==> config.mk <==
export PLATFORM = sky130hd
export DESIGN_NAME = rgb565_hsv_color_classifier
export DESIGN_NICKNAME = d
export VERILOG_FILES = /design/src/design/rhcc_pkg.sv /design/src/design/rgb565_hsv_color_classifier.sv /design/src/design/rhcc_front.sv /design/src/design/rhcc_classify.sv
export SDC_FILE = /design/constraint.sdc
export NUM_CORES = 1
export LEC_CHECK = 0
export BUFFER_PORTS_ARGS = -buffer_cell sky130_fd_sc_hd__clkbuf_2
export CAP_MARGIN = 20
export CORE_UTILIZATION = 25
export CTS_BUF_LIST = sky130_fd_sc_hd__clkbuf_2
export DETAILED_ROUTE_END_ITERATION = 10
export PLACE_DENSITY_LB_ADDON = 0.08
export SYNTH_ARGS = -nofsm -noshare
export SYNTH_HDL_FRONTEND = slang
export SYNTH_SLANG_ARGS = --single-unit
==> constraint.sdc <==
create_clock -name clk_i -period 13.56 [get_ports clk_i]
set_input_delay 1.356 -clock clk_i [delete_from_list [all_inputs] [get_ports clk_i]]
set_output_delay 1.356 -clock clk_i [all_outputs]
set_load 0.05 [all_outputs]
==> src/design/rhcc_pkg.sv <==
// Shared types and constants for the RGB565 HSV color classifier.
// Has no dependencies. The front end, the classify stage and the top level use it.
package rhcc_pkg;

  localparam int DIV_STAGES = 8;
  localparam int HUE_BITS   = 6;
  localparam int LATENCY    = DIV_STAGES + 3;

  localparam logic [7:0] HUE_BASE_RED   = 8'd0;
  localparam logic [7:0] HUE_BASE_GREEN = 8'd85;
  localparam logic [7:0] HUE_BASE_BLUE  = 8'd171;
  localparam logic [13:0] HUE_SCALE     = 14'd43;

  localparam logic [7:0] RED_HUE_LO    = 8'd10;
  localparam logic [7:0] RED_HUE_HI    = 8'd225;
  localparam logic [7:0] GREEN_HUE_LO  = 8'd55;
  localparam logic [7:0] GREEN_HUE_HI  = 8'd120;
  localparam logic [7:0] GREEN_SAT_MIN = 8'd25;
  localparam logic [7:0] GREEN_VAL_MIN = 8'd25;
  localparam logic [7:0] BLUE_HUE_LO   = 8'd120;
  localparam logic [7:0] BLUE_HUE_HI   = 8'd165;
  localparam logic [7:0] BLUE_SAT_MIN  = 8'd35;
  localparam logic [7:0] VAL_MIN       = 8'd30;
  localparam logic [7:0] VAL_MAX       = 8'd250;
  localparam logic [7:0] YEL_HUE_LO    = 8'd25;
  localparam logic [7:0] YEL_HUE_HI    = 8'd55;
  localparam logic [7:0] YEL_SAT_MIN   = 8'd50;
  localparam logic [7:0] ORANGE_HUE_HI = 8'd15;

  typedef enum logic [1:0] {
    SECT_RED,
    SECT_GREEN,
    SECT_BLUE
  } sect_e;

  typedef enum logic [2:0] {
    CLS_BLACK,
    CLS_RED,
    CLS_GREEN,
    CLS_BLUE,
    CLS_YELLOW,
    CLS_ORANGE,
    CLS_NONE
  } cls_e;

  typedef struct packed {
    logic [15:0]         s_rem;
    logic [7:0]          v;
    logic [7:0]          s_quo;
    logic [13:0]         h_rem;
    logic [7:0]          d;
    logic [HUE_BITS-1:0] h_quo;
    logic                neg;
    sect_e               sect;
    logic                zero;
    logic                black;
  } div_t;

endpackage

==> src/design/rgb565_hsv_color_classifier.sv <==
// Top level of the RGB565 to HSV color classifier: front end, divider pipeline, output stage.
// Depends on rhcc_pkg, rhcc_front and rhcc_classify.
//
// Usage: drive pixel_i and raise start_i; the request is taken at a rising edge
// where start_i is high and busy_o is low. busy_o is high only right after
// reset and low from the first clock after reset, so one request can be taken
// every cycle.
// Each result appears on color_class_o, hue_o, saturation_o and brightness_o
// for exactly one cycle, marked by valid_o, once its request has passed through
// two front-end stages (widen, max/min, then dividends), eight restoring
// divider stages (one quotient bit each for saturation, and for hue in the
// last six), and one classify/output stage. Results leave in request order.
// Throughput is one pixel per clock; there is no stall path, and the
// receiver must take every result in the cycle it is shown.
// Reset clears all valid bits, so no result appears until a new request
// has passed through the pipeline.
module rgb565_hsv_color_classifier (
  input  logic        clk_i,
  input  logic        rst_ni,
  input  logic        start_i,
  output logic        busy_o,
  input  logic [15:0] pixel_i,
  output logic        valid_o,
  output logic [2:0]  color_class_o,
  output logic [7:0]  hue_o,
  output logic [7:0]  saturation_o,
  output logic [7:0]  brightness_o
);
  import rhcc_pkg::*;

  logic busy_q, busy_d;
  logic accept;

  logic front_valid;
  div_t front_div;

  div_t div_d [DIV_STAGES];
  div_t div_q [DIV_STAGES];
  logic vld_q [DIV_STAGES];

  assign busy_d = 1'b0;
  assign accept = start_i && !busy_q;

  always_ff @(posedge clk_i or negedge rst_ni) begin
    if (!rst_ni) begin
      busy_q <= 1'b1;
    end else begin
      busy_q <= busy_d;
    end
  end

  rhcc_front u_front (
    .clk_i   (clk_i),
    .rst_ni  (rst_ni),
    .valid_i (accept),
    .pixel_i (pixel_i),
    .valid_o (front_valid),
    .div_o   (front_div)
  );

  for (genvar i = 0; i < DIV_STAGES; i++) begin : g_div
    localparam int K = DIV_STAGES - 1 - i;
    div_t cur;
    logic cur_vld;
    logic [15:0] s_trial;

    if (i == 0) begin : g_first
      assign cur     = front_div;
      assign cur_vld = front_valid;
    end else begin : g_next
      assign cur     = div_q[i-1];
      assign cur_vld = vld_q[i-1];
    end

    assign s_trial = 16'({8'h00, cur.v} << K);

    if (K < HUE_BITS) begin : g_hue
      logic [13:0] h_trial;
      assign h_trial = 14'({6'h00, cur.d} << K);
      always_comb begin
        div_d[i] = cur;
        if (cur.s_rem >= s_trial) begin
          div_d[i].s_rem    = cur.s_rem - s_trial;
          div_d[i].s_quo[K] = 1'b1;
        end
        if (cur.h_rem >= h_trial) begin
          div_d[i].h_rem    = cur.h_rem - h_trial;
          div_d[i].h_quo[K] = 1'b1;
        end
      end
    end else begin : g_sat
      always_comb begin
        div_d[i] = cur;
        if (cur.s_rem >= s_trial) begin
          div_d[i].s_rem    = cur.s_rem - s_trial;
          div_d[i].s_quo[K] = 1'b1;
        end
      end
    end

    always_ff @(posedge clk_i or negedge rst_ni) begin
      if (!rst_ni) begin
        vld_q[i] <= 1'b0;
      end else begin
        vld_q[i] <= cur_vld;
      end
    end

    always_ff @(posedge clk_i) begin
      div_q[i] <= div_d[i];
    end
  end

  rhcc_classify u_classify (
    .clk_i         (clk_i),
    .rst_ni        (rst_ni),
    .valid_i       (vld_q[DIV_STAGES-1]),
    .div_i         (div_q[DIV_STAGES-1]),
    .valid_o       (valid_o),
    .color_class_o (color_class_o),
    .hue_o         (hue_o),
    .saturation_o  (saturation_o),
    .brightness_o  (brightness_o)
  );

  assign busy_o = busy_q;

  a_latency: assert property (@(posedge clk_i) disable iff (!rst_ni)
    valid_o |-> ($past(start_i, LATENCY) && !$past(busy_o, LATENCY)))
    else $error("result without a matching request");

  a_dark_zero: assert property (@(posedge clk_i) disable iff (!rst_ni)
    (valid_o && brightness_o == 8'd0) |-> (saturation_o == 8'd0 && hue_o == 8'd0))
    else $error("zero brightness with nonzero hue or saturation");

  a_grey_hue: assert property (@(posedge clk_i) disable iff (!rst_ni)
    (valid_o && saturation_o == 8'd0) |-> (hue_o == 8'd0))
    else $error("zero saturation with nonzero hue");

  a_red_prio: assert property (@(posedge clk_i) disable iff (!rst_ni)
    (valid_o && hue_o <= RED_HUE_LO) |->
      (color_class_o == CLS_BLACK || color_class_o == CLS_RED))
    else $error("low hue not classified red or black");

  a_sat_bound: assert property (@(posedge clk_i) disable iff (!rst_ni)
    (valid_o && brightness_o != 8'd0 && saturation_o == 8'd0) |->
      (color_class_o == CLS_BLACK || color_class_o == CLS_RED))
    else $error("grey pixel not classified red or black");

endmodule

==> src/design/rhcc_front.sv <==
// Front end: widen channels, find max/min and hue sector, black test, set up dividends.
// Two register stages. Depends on rhcc_pkg.
module rhcc_front (
  input  logic          clk_i,
  input  logic          rst_ni,
  input  logic          valid_i,
  input  logic [15:0]   pixel_i,
  output logic          valid_o,
  output rhcc_pkg::div_t div_o
);
  import rhcc_pkg::*;

  logic [4:0] r5, b5, gh;
  logic [5:0] g6;
  logic [7:0] r8, g8, b8;
  logic [7:0] mx, mn, pa, pb;
  logic [4:0] ad_br, ad_gb, ad_rg;
  logic       black;
  sect_e      sect;

  logic       a_valid_q;
  logic [7:0] mx_q, mn_q, pa_q, pb_q;
  sect_e      sect_q;
  logic       black_q;

  logic [7:0] d, diff;
  logic       neg;
  div_t       div_d, div_q;
  logic       b_valid_q;

  always_comb begin
    r5 = pixel_i[15:11];
    g6 = pixel_i[10:5];
    b5 = pixel_i[4:0];
    gh = g6[5:1];
    r8 = {r5, r5[4:2]};
    g8 = {g6, g6[5:4]};
    b8 = {b5, b5[4:2]};

    mx = r8;
    if (g8 > mx) mx = g8;
    if (b8 > mx) mx = b8;
    mn = r8;
    if (g8 < mn) mn = g8;
    if (b8 < mn) mn = b8;

    if (r8 >= g8 && r8 >= b8) begin
      sect = SECT_RED;
      pa   = g8;
      pb   = b8;
    end else if (g8 >= b8) begin
      sect = SECT_GREEN;
      pa   = b8;
      pb   = r8;
    end else begin
      sect = SECT_BLUE;
      pa   = r8;
      pb   = g8;
    end

    ad_br = (b5 > r5) ? b5 - r5 : r5 - b5;
    ad_gb = (gh > b5) ? gh - b5 : b5 - gh;
    ad_rg = (r5 > gh) ? r5 - gh : gh - r5;
    black = (r5 < 5'd8) && (g6 < 6'd15) && (b5 < 5'd8) &&
            (ad_br <= 5'd2) && (ad_gb <= 5'd3) && (ad_rg <= 5'd3);
  end

  always_ff @(posedge clk_i or negedge rst_ni) begin
    if (!rst_ni) begin
      a_valid_q <= 1'b0;
      b_valid_q <= 1'b0;
    end else begin
      a_valid_q <= valid_i;
      b_valid_q <= a_valid_q;
    end
  end

  always_ff @(posedge clk_i) begin
    mx_q    <= mx;
    mn_q    <= mn;
    pa_q    <= pa;
    pb_q    <= pb;
    sect_q  <= sect;
    black_q <= black;
    div_q   <= div_d;
  end

  always_comb begin
    d    = mx_q - mn_q;
    neg  = pa_q < pb_q;
    diff = neg ? pb_q - pa_q : pa_q - pb_q;

    div_d       = '0;
    div_d.s_rem = {d, 8'h00} - {8'h00, d};
    div_d.v     = mx_q;
    div_d.h_rem = 14'(diff) * HUE_SCALE;
    div_d.d     = d;
    div_d.neg   = neg;
    div_d.sect  = sect_q;
    div_d.zero  = (d == 8'd0);
    div_d.black = black_q;
  end

  assign valid_o = b_valid_q;
  assign div_o   = div_q;

endmodule

==> src/design/rhcc_classify.sv <==
// Output stage: assemble hue and saturation, run the priority class tests, register result.
// Depends on rhcc_pkg.
module rhcc_classify (
  input  logic           clk_i,
  input  logic           rst_ni,
  input  logic           valid_i,
  input  rhcc_pkg::div_t div_i,
  output logic           valid_o,
  output logic [2:0]     color_class_o,
  output logic [7:0]     hue_o,
  output logic [7:0]     saturation_o,
  output logic [7:0]     brightness_o
);
  import rhcc_pkg::*;

  logic [7:0] base, mag, h, s, v;
  cls_e       cls;

  logic       valid_q;
  cls_e       cls_q;
  logic [7:0] h_q, s_q, v_q;

  always_comb begin
    case (div_i.sect)
      SECT_RED:   base = HUE_BASE_RED;
      SECT_GREEN: base = HUE_BASE_GREEN;
      SECT_BLUE:  base = HUE_BASE_BLUE;
      default:    base = HUE_BASE_RED;
    endcase
    mag = {{(8 - HUE_BITS){1'b0}}, div_i.h_quo};
    v   = div_i.v;
    if (div_i.zero) begin
      h = 8'd0;
      s = 8'd0;
    end else begin
      h = div_i.neg ? base - mag : base + mag;
      s = div_i.s_quo;
    end

    if (div_i.black)
      cls = CLS_BLACK;
    else if (h <= RED_HUE_LO || h >= RED_HUE_HI)
      cls = CLS_RED;
    else if (h >= GREEN_HUE_LO && h <= GREEN_HUE_HI && s >= GREEN_SAT_MIN &&
             v >= GREEN_VAL_MIN)
      cls = CLS_GREEN;
    else if (h >= BLUE_HUE_LO && h <= BLUE_HUE_HI && s >= BLUE_SAT_MIN &&
             v >= VAL_MIN && v <= VAL_MAX)
      cls = CLS_BLUE;
    else if (h >= YEL_HUE_LO && h <= YEL_HUE_HI && s >= YEL_SAT_MIN &&
             v >= VAL_MIN && v <= VAL_MAX)
      cls = CLS_YELLOW;
    else if (h <= ORANGE_HUE_HI)
      cls = CLS_ORANGE;
    else
      cls = CLS_NONE;
  end

  always_ff @(posedge clk_i or negedge rst_ni) begin
    if (!rst_ni) begin
      valid_q <= 1'b0;
    end else begin
      valid_q <= valid_i;
    end
  end

  always_ff @(posedge clk_i) begin
    cls_q <= cls;
    h_q   <= h;
    s_q   <= s;
    v_q   <= v;
  end

  assign valid_o       = valid_q;
  assign color_class_o = cls_q;
  assign hue_o         = h_q;
  assign saturation_o  = s_q;
  assign brightness_o  = v_q;

endmodule
# == Yosys cells after proc, flatten, opt, wreduce, memory -nomap -nowiden ==
# Memory sizes are Yosys's and may differ from the RTL's.
# Index checks and enable logic that the tools add are counted.
# W data, S select, Z words.
# word_totals
regBits,125
ramBits,520
input_bits,19
output_inout_bits,29
word_cells,181
mem_count,1
# mem_list
memory,depth,word_bits,read_ports,rd_ports_with_merged_regs,write_ports,line_no,text
div_q,8,65,8,0,8,rgb565_hsv_color_classifier.sv:38,div_t div_q [DIV_STAGES];
# op_classes
add_sub_neg,26
multipliers,1
order_cmp,46
n_eq_ne,2
mux,50
reduce_logical,23
# op_table
operator,n
$mux W16,8
$mux W8,12
$mux W14,6
$ge A8 B5 Y1 const B,4
$sub A16 B8 Y16,2
$sub A5 B5 Y5,6
$ge A8 B6 Y1 const B,3
$ge A8 B8 Y1,3
$lt A8 B8 Y1,3
$sub A8 B8 Y8,3
$logic_and A1 B1 Y1,18
$ge A16 B10 Y1,1
$ge A16 B11 Y1,1
$ge A16 B12 Y1,1
$ge A16 B13 Y1,1
$ge A16 B14 Y1,1
$ge A16 B15 Y1,1
$ge A16 B8 Y1,1
$ge A16 B9 Y1,1
$gt A8 B8 Y1,2
$le A8 B4 Y1 const B,2
$le A8 B8 Y1 const B,2
$pmux W8 S2,1
$sub A16 B10 Y16,1
39 further kinds,64

# == Longest topological paths before layout ==
# Gate-level depths: netlist (run 1).
# An unclocked memory read counts as a cell.
# logic_depth
ltp_word,15
mapped_depth,26
ltp_nobuf,25

# == By module ==
# From an unflattened synthesis (run 1), not the netlist that was laid out.
# unflattened
hier_cells,2576
area_unflattened_um2,26336.5
# by_module_without_submodules
mod,instances,cells_per_inst,area_each_um2,seq_area_each_um2
rgb565_hsv_color_classifier,1,1693,18317.6,10636.5
rhcc_front,1,721,6513.7,1751.7
rhcc_classify,1,162,1505.2,565.5

# == Worst setup path after synthesis (run 1) ==
# No wires, ideal clock.
# synth_path
path_type,register -> register
startpoint,register u_front.pa_q[0]
endpoint,"register u_front.div_q, in the netlist u_front.div_o[32]"
setup_time_ns,0.072
arrival_ns,5.135
required_time_ns,13.488
path_slack_ns,8.353
stages_incl_launch_ff,27
n_path_buf,1
synth_period_minus_slack_ns,5.207
cell_sequence,dfxtp_1 > inv_1 > ha_1 > inv_1 > fa_1 > a21o_1 > nand2_1 > a21oi_1 > o41a_1 > clkbuf_1 > mux2i_1 > nand3_1 > nand4_1 > xor2_1 > ha_1 > inv_1 > fa_1 > fa_1 > inv_1 > ha_1 > a21oi_1 > o21bai_1 > a21oi_1 > o21ai_0 > a21o_1 > a21oi_1 > xnor2_1
# synth_rtl
element,line_no,text
"start, declared",rhcc_front.sv:22,"logic [7:0] mx_q, mn_q, pa_q, pb_q;"
"start signal, assigned",rhcc_front.sv:81,pa_q <= pa;
"end signal, assigned",rhcc_front.sv:85,div_q <= div_d;
"end, declared",rhcc_front.sv:28,"div_t div_d, div_q;"

==> metrics.md, run 1 <==
| Metric | Value |
|---|---|
| Run status | completed |
| CTS tree | built |
| Rel. slew slack | 0.417 |
| Endpoints failing hold | 0 |
| DP Worst Slack | 7890 ps |
| Crit path largest cell delay | 550 ps |
| GRT Util Overall | 0.109 |
| Net Count, Synth | 2542 |
| DR vias/cell | 4.19 |
| IO buf count | 47 |
| Placer Congestion | 0.809 |
| Wire length per cell | 13.2 microns |
| Clk sinks | 544 |
| Class of the tightest hold or removal check | reg -> reg |
| Synth cell types | 75 |
| Mapped Cells | 2259 |
| Clock Skews | 88.7 ps |
| Setup Crit Path Kind | reg -> reg |
| Max cap viols | 0 |
| Critical path data required time | 14680 ps |
| Via count | 15597 |
| NumNets Final | 2718 |
| Largest net degree at the start of global routing | 26 |
| Die area | 0.0923 sq mm |
| Area leader, netlist | dfxtp_1 |
| Cell Area, Synth | 0.0228 sq mm |
| Detailed Place HPWL | 37500 microns |
| DRT Pass-1 Iters | 5 |
| Fin crit share | 0.417 |
| First-pass GRT wire length | 81500 microns |
| Synth async-reset ratio | 0.0221 |
| DRT Wirelength | 49200 microns |
| Io pins | 48 |
| Gate family responsible for the most delay along the worst path | adder cells |
| DRC Markers | 0 |
| Clk pin slew, worst setup/hold paths | 100 ps |
| Synthesized area per cell | 10.1 sq um |
| Grt ovf | 0 |
| Critical Path Slowest Stage Cell | fa_1 |
| Post-route setup TNS | 0 ps |
| Crit path DAT | 6770 ps |
| H-tree level count | 4 |
| Synthesized flop and latch total | 544 |
| Clock Tree Root | clkbuf_2 |
| Critical Path End Type | flop |
| Number of synthesized flops with an enable pin | 0 |
| Worst Setup Start Kind | flop |
| CP Buf/Inv Count | 4 |
| FMAX | 177 MHz |
| Drt initial violations | 572 |
| Dominant synthesized flop cell | dfxtp_1 |
| Inserted Clock Buffers | 148 |
| Setup slack after layout | 7910 ps |
| Chip height | 304 microns |
| Final slew viol count | 0 |
| Initial core utilization | 0.253 |
| Post-CTS Setup Bufs | 0 |
| Die span in x | 304 microns |
| Placement Rows | 110 |
| RSZ-0062 raised after global routing | false |
| Sequential element share of the synthesized area | 0.481 |
| Post-synth top area share | 0.468 |
| Clock Latency Late Sink | 1260 ps |
| Fraction of layout cells with a size suffix above 1 | 0.132 |
| CP max FO | 9 |
| Clock Path Buffers | 3 |
| Vias in the first global route | 16667 |
| Top cells by area, synth | dfxtp_1 (47%), ha_1 (13%), inv_1 (4.6%) |
| Setup violators final | 0 |
| Tmin final | 5650 ps |
| Core Area | 0.0901 sq mm |
| Detail Route Antenna Nets | 0 |
| YS warnings | 0 |
| Antenna violations before repair | 2 |
| Worst-Margin Slew | 868 ps |
| Synth-to-Final Area Change | 13.2% |
## through the flow
stage / area [sq um] / hold slack (ps) / util / std cells
floorplan: 22800 / 310 / - / 2259
global placement: 24400 / 310 / 0.270 / 3457
detailed placement: 24400 / 312 / 0.270 / 3457
CTS: 25700 / 62.6 / 0.286 / 3718
global route: 25800 / 141 / 0.286 / 3724
finish: 25800 / 283 / 0.286 / 3724
## cells in the mapped netlist, drive strengths merged (4+ instances only)
cell / number
a21oi: 162
nand2b: 26
or2: 8
a211o: 7
mux2i: 38
ha: 233
o22ai: 4
and4: 4
nand4: 20
nand2: 125
inv: 280
o21bai: 12
fa: 31
a31oi: 9
o21ai: 108
buf: 8
nor2b: 41
xnor2: 80
o31ai: 11
dfrtp: 11
or4: 8
and3: 8
nor3: 43
nor2: 134
a21boi: 17
nand3: 17
a311oi: 4
dfxtp: 532
or3: 8
clkbuf: 19
a31o: 4
xor2: 50
a221oi: 4
o21a: 22
a21o: 51
mux2: 27
and2: 8
nor4b: 10
a211oi: 10
nor4: 20
o211ai: 8
nand3b: 7
## flip-flops by register name, summed over array words and instances, names as in the netlist, 2 cells and up
signal	flops
div_q	420
g_div.cur_vld	7
u_classify.brightness_o	8
u_classify.color_class_o	3
u_classify.hue_o	8
u_classify.saturation_o	8
u_front.div_o	50
u_front.mn_q	8
u_front.mx_q	8
u_front.pa_q	8
u_front.pb_q	8
u_front.sect_q	2
## layout make-up
class,instances,area [sq um]
tap,1176,1470
timing repair buffer,53,283
clock inverter,48,294
antenna,3,7.51
inverter,280,1050
multi-input combinational,1408,10700
fill,9462,64400
sequential,544,11000
clock buffer,212,1060
## routing by layer
| layer | vias to the layer above | wire length [microns] | global-route usage |
|---|---|---|---|
| met5 | - | 0 | 0 |
| met4 | 0 | 1480 | 0.0521 |
| met3 | 124 | 1980 | 0.0307 |
| met2 | 290 | 24100 | 0.191 |
| met1 | 7100 | 21600 | 0.121 |
| li1 | 8083 | - | - |
## repair_timing
action	4_1_cts	5_1_grt
hold endpoints to repair	12	0
hold buffers	1	0
gates resized for setup	0	0
## final timing paths
path	startpoint	to	cells past startpoint	slack (ps)
setup / recovery	u_front.pa_q[0]	u_front.div_o[32]	25	7910
min in group asynchronous	rst_ni	g_div[4].cur_vld	2	530
setup reg to reg	u_front.pa_q[0]	u_front.div_o[32]	25	7910
max in group asynchronous	rst_ni	busy_o	2	12750
hold reg to reg	div_q[1][139]	div_q[1][204]	0	280
hold / removal	div_q[1][139]	div_q[1][204]	0	280
## cell families after synthesis
group	synth area share
adders and majority gates	0.155
other	0.000165
xor gates and xnor gates	0.0500
AOI/OAI and AO/OA	0.122
muxes	0.0301
buffers and inverters	0.0509
DFF	0.481
and+or+nand+nor	0.110
## placed cells by master (no fill, tap or decap), drive strengths merged, types with 5 or more instances in the layout
master  Yosys  routed
xnor2      80      80
nand3      17      17
or2         8       8
nand3b      7       7
a211o       7       7
and2        8       8
a21boi     17      17
o21bai     12      12
or3         8       8
nor4b      10      10
clkinv      0      40
nor3       43      43
or4         8       8
fa         31      31
xor2       50      50
o211ai      8       8
buf         8       5
a211oi     10      10
ha        233     233
dfrtp      11      11
nor2      134     134
nand2b     26      26
nand2     125     125
nor4       20      20
clkbuf     19     259
a21o       51      51
o21a       22      22
o21ai     108     108
inv       280     281
nor2b      41      41
and3        8       8
mux2i      38      38
dfxtp     532     532
a21oi     162     162
nand4      20      20
o31ai      11      11
mux2       27      27
a31oi       9       9
Power of run 1 is left out: the tool's default activity adds up to more than one toggle a clock period on the data nets, which glitch-free logic cannot reach.
==> inputs of run 2 (changes only) <==
Clock period 13.56 ns to 5.6 ns, I/O delays scaled along.
==> metrics.md, run 2 (same netlist as run 1, synthesis figures left out) <==
| Metric | Value |
|---|---|
| Run status | completed |
| Clock Skews | 87.7 ps (-0.941 ps) |
| Critical Path End Type | flop |
| Synth-to-Final Area Change | 15.1% |
| Placement Rows | 110 (unchanged) |
| GRT Util Overall | 0.109 (-0.000360) |
| Chip height | 304 microns (unchanged) |
| IO buf count | 47 (unchanged) |
| Hold endpoint | div_q[1][140] |
| Crit path DAT | 6380 ps (-390 ps) |
| Class of the tightest hold or removal check | reg -> reg |
| First-pass GRT wire length | 80900 microns (-0.74%) |
| Critical path data required time | 6710 ps (-7970 ps) |
| H-tree level count | 4 (unchanged) |
| Fin cells | 3769 (+1.2%) |
| NumNets Final | 2757 (+1.4%) |
| FMAX | 190 MHz (+7.3%) |
| DRT Wirelength | 49100 microns (-0.25%) |
| Placer Congestion | 0.792 (-2.1%) |
| Core Area | 0.0901 sq mm (unchanged) |
| Post-route setup TNS | 0 ps (unchanged) |
| Dpl cells | 3463 (+0.17%) |
| Endpoints failing hold | 0 (unchanged) |
| Clk pin slew, worst setup/hold paths | 100 ps (about the same) |
| DRC Markers | 0 (unchanged) |
| Commonest non-fill, non-tap cell in the layout | dfxtp_1 |
| Largest net degree at the start of global routing | 26 (unchanged) |
| Clock Path Buffers | 3 (unchanged) |
| DRT Pass-1 Iters | 5 (unchanged) |
| WHS Path Cells | 0 (unchanged) |
| DR vias/cell | 4.16 (-0.68%) |
| Fraction of layout cells with a size suffix above 1 | 0.136 (+0.00394) |
| Die span in x | 304 microns (unchanged) |
| Tmin final | 5270 ps (-386 ps) |
| Detailed Place HPWL | 37500 microns (+0.11%) |
| Via count | 15678 (+0.52%) |
| RR Startpoint | u_front.pa_q[0] |
| Detail Route Antenna Nets | 0 (unchanged) |
| Reg-to-reg slack, setup | 330 ps (-7570 ps) |
| Drt initial violations | 557 (-2.6%) |
| Hold WS | 281 ps (-1.95 ps) |
| Grt ovf | 0 (unchanged) |
| Vias in the first global route | 16445 (-1.3%) |
| Post-CTS Setup Bufs | 0 (unchanged) |
| Final slew viol count | 0 (unchanged) |
| Initial core utilization | 0.253 (unchanged) |
| Worst Setup Start Kind | flop |
| Worst-Margin Slew | 807 ps (-61.2 ps) |
| CP max FO | 4 (-5) |
| Rel. slew slack | 0.458 (+0.0411) |
| Inserted Clock Buffers | 151 (+2.0%) |
| CTS tree | built |
| Worst reg2reg endpoint | u_front.div_o[32] |
| Setup Crit Path Kind | reg -> reg |
| Clk sinks | 544 (unchanged) |
| Max reg flops | 420 (unchanged) |
| Clock Tree Root | clkbuf_2 |
| Clock Latency Late Sink | 1250 ps (about the same) |
| Fin crit share | 0.941 (+0.524) |
| Die area | 0.0923 sq mm (unchanged) |
| RSZ-0062 raised after global routing | true |
| Wire length per cell | 13.0 microns (-1.4%) |
| Max cap viols | 0 (unchanged) |
| Antenna violations before repair | 2 (unchanged) |
| Io pins | 48 (unchanged) |
| Biggest register | div_q |
| Setup violators final | 0 (unchanged) |
| R2R depth | 26 (+4.0%) |
| Hold Crit Start | div_q[1][75] |
| Most frequent cells in the layout | dfxtp_1 (532), inv_1 (279), clkbuf_2 (260), ha_1 (233), a21oi_1 (157) |
==> run 2: through the flow <==
stage	setup slack (ps)	area, sq um	utilization
2_1_floorplan	393	22800	-
3_3_place_gp	218	24400	0.271
6_report	331	26200	0.291
4_1_cts	79.1	26100	0.290
5_1_grt	1.95	26200	0.291
3_5_place_dp	193	24400	0.271
==> run 2: worst max-delay path by stage <==
| stage | start | cells past startpoint | endpoint |
|---|---|---|---|
| after floorplan | u_front.pa_q[0] | 26 | u_front.div_o[32] |
| after detailed placement | u_front.pb_q[0] | 23 | u_front.div_o[32] |
| after global placement | u_front.pa_q[0] | 25 | u_front.div_o[32] |
| after global routing | u_front.pa_q[0] | 26 | u_front.div_o[32] |
| after CTS | u_front.pa_q[0] | 25 | u_front.div_o[32] |
| final | u_front.pa_q[0] | 26 | u_front.div_o[32] |
==> run 2: final cells by class <==
type                       instances  area (sq um)
inverter                         280          1050
sequential                       544         11000
multi-input combinational       1408         10700
antenna                            4          10.0
clock buffer                     213          1070
timing repair buffer              89           628
clock inverter                    55           344
fill                            9450         63900
tap                             1176          1470
==> run 2: worst max-delay path, cell delays in order, from the launching register on <==
cell	delay (ps)
dfxtp_1	320
inv_1	50
ha_1	130
inv_1	60
fa_1	380
a21o_1	210
nand2_1	70
a21oi_1	60
o41a_1	380
mux2_2	300
nand2_1	70
nand4_1	120
xor2_2	190
buf_4	150
ha_1	290
fa_1	490
inv_1	50
fa_1	520
inv_1	40
ha_1	330
inv_1	70
o21bai_1	80
a21oi_2	170
o21ai_1	120
a21o_1	190
a21oi_1	160
xnor2_1	140
==> run 2: repair_timing <==
item / CTS / global route
endpoints found under the hold margin: 46 / 0
gates resized for setup: 0 / 6
hold buffers: 31 / 0
setup endpoints to repair: 0 / 2
==> run 2: layer usage <==
metal / part of all wire / vias up / routed length, microns / track usage
li1: - / 8174 / - / -
met1: 0.44 / 7159 / 21700 / 0.123
met2: 0.49 / 247 / 24000 / 0.187
met3: 0.040 / 98 / 1940 / 0.0304
met4: 0.029 / 0 / 1410 / 0.0532
met5: 0 / - / 0 / 0
Power of run 2 is left out for the same reason.
==> inputs of run 3 (changes only) <==
Clock period 5.6 ns to 5.5 ns, I/O delays scaled along.
==> metrics.md, run 3 (same netlist as run 1, synthesis figures left out) <==
| Metric | Value |
|---|---|
| Detailed Place HPWL | 37500 microns (about the same) |
| Met3 routed WL | 2010 microns (+3.4%) |
| Synth-to-Final Area Change | 15.7% |
| Final slew viol count | 0 (unchanged) |
| DR vias/cell | 4.15 (-0.23%) |
| DP Worst Slack | 47.1 ps (-146 ps) |
| Vias in the first global route | 16551 (+0.64%) |
| Inserted Clock Buffers | 149 (-1.3%) |
| Finished Cell Area | 0.0263 sq mm (+0.51%) |
| WL met1 | 21900 microns (+0.69%) |
| Worst-Margin Slew | 814 ps (+7.65 ps) |
| Post-placement cell area | 0.0244 sq mm (unchanged) |
| Clk sinks | 544 (unchanged) |
| Crit path largest cell delay | 520 ps (about the same) |
| Initial core utilization | 0.253 (unchanged) |
| Core Area | 0.0901 sq mm (unchanged) |
| Die span in x | 304 microns (unchanged) |
| Max cap viols | 0 (unchanged) |
| GRT Util Overall | 0.108 (-0.000222) |
| Grt ovf | 0 (unchanged) |
| Critical Path Slowest Stage Cell | fa_1 |
| FMAX | 191 MHz (+0.38%) |
| Via count | 15630 (-0.31%) |
| Class of the tightest hold or removal check | reg -> reg |
| NumNets Final | 2761 (+0.15%) |
| Clock Skews | 75.3 ps (-12.5 ps) |
| Setup violators final | 0 (unchanged) |
| Fill cells | 9451 (+0.011%) |
| Footprint of the multi-input gates | 0.0108 sq mm (+0.69%) |
| Critical path data required time | 6610 ps (-100 ps) |
| FF/Latch Area | 0.0110 sq mm (about the same) |
| Rel. slew slack | 0.453 (-0.00514) |
| Largest net degree at the start of global routing | 26 (unchanged) |
| Max reg flops | 420 (unchanged) |
| Detail Route Antenna Nets | 0 (unchanged) |
| Most frequent cells in the layout | dfxtp_1 (530), inv_1 (279), clkbuf_2 (258), ha_1 (231), a21oi_1 (156) |
| Placement Rows | 110 (unchanged) |
| Tmin final | 5250 ps (-20.0 ps) |
| Clock Latency Late Sink | 1250 ps (about the same) |
| Fraction of layout cells with a size suffix above 1 | 0.142 (+0.00596) |
| Worst Setup Start Kind | flop |
| Clock Tree Root | clkbuf_2 |
| Run status | completed |
| First-pass GRT wire length | 81200 microns (+0.32%) |
| DRT Pass-1 Iters | 6 (+1) |
| Chip height | 304 microns (unchanged) |
| Endpoints failing hold | 0 (unchanged) |
| Setup slack after layout | 251 ps (-80.0 ps) |
| Placer Congestion | 0.796 (+0.44%) |
| Crit path DAT | 6360 ps (-20 ps) |
| DRT Wirelength | 49200 microns (+0.18%) |
| Metal2 WL | 23700 microns (-1.4%) |
| Io pins | 48 (unchanged) |
| Clk pin slew, worst setup/hold paths | 100 ps (about the same) |
| Top sig layer | met4 |
| DRC Markers | 0 (unchanged) |
| CP max FO | 5 (+1) |
| CTS tree | built |
| Worst path most repeated cell | inv_1 |
| Critical Path End Type | flop |
| Biggest register | div_q |
| Fin crit share | 0.954 (+0.0135) |
| Antenna violations before repair | 1 (-1) |
| IO buf count | 47 (unchanged) |
| Drt initial violations | 511 (-8.3%) |
| Die area | 0.0923 sq mm (unchanged) |
| Clock Path Buffers | 3 (unchanged) |
| Commonest non-fill, non-tap cell in the layout | dfxtp_1 |
| Setup Crit Path Kind | reg -> reg |
| Wire length per cell | 13.1 microns (+0.26%) |
| H-tree level count | 4 (unchanged) |
[run 3: changes by cell type in the layout (fill, tap and decap cells not counted), sizes merged]
cell,previous run,this run
buf,11,15
bufinv,4,5
clkbuf,260,258
clkinv,43,35
dlygate4sd3,31,33
[run 3: metal layers]
layer / GRT usage / up-vias
met5: 0 / -
met4: 0.0601 / 0
met3: 0.0293 / 121
met2: 0.186 / 270
met1: 0.122 / 7050
li1: - / 8189
[run 3: critical path, delay by kind of cell, from the launching register on]
family          cells  cell delay, ps
xor+xnor            2             310
flops               1             340
fa+ha+maj           6            2010
compound gates      8            1430
simple gates        3             260
mux                 1             340
buf+inv             6             420
[run 3: repair_timing]
item,in CTS,in global routing
hold buffers,33,0
endpoints found under the hold margin,46,0
cloned,0,0
endpoints found under the setup margin,1,3
gates resized for setup,3,19
buffers inserted,2,2
pin swaps,2,5
[run 3: path summary, 6_finish.rpt]
| path | endpoint | depth (start not counted) | slack (ps) | start |
|---|---|---|---|---|
| max in group asynchronous | busy_o | 3 | 4790 | rst_ni |
| max reg2reg | u_front.div_o[32] | 26 | 250 | u_front.pa_q[0] |
| min | div_q[0][92] | 0 | 290 | div_q[0][27] |
| min in group asynchronous | g_div[1].cur_vld | 3 | 350 | rst_ni |
| min reg2reg | div_q[0][92] | 0 | 290 | div_q[0][27] |
| max | u_front.div_o[32] | 26 | 250 | u_front.pa_q[0] |
[run 3: area by class of cell]
cell class | count | area share
Antenna cell | 4 | 0.000380
Clock buffer | 211 | 0.0401
Clock inverter | 48 | 0.0136
Inverter | 280 | 0.0399
Multi-Input combinational cell | 1408 | 0.408
Sequential cell | 544 | 0.416
Tap cell | 1176 | 0.0559
Timing Repair Buffer | 95 | 0.0259
[run 3: metrics by stage]
stage               TNS [ps]  hold WS (ps)  utilization  cells
floorplan                  0           254            -   2259
global placement           0           310        0.271   3463
detailed placement         0           312        0.271   3463
CTS                        0          27.5        0.291   3757
global route           -42.1           110        0.292   3766
finish                     0           295        0.292   3766
Power of run 3 is left out for the same reason.
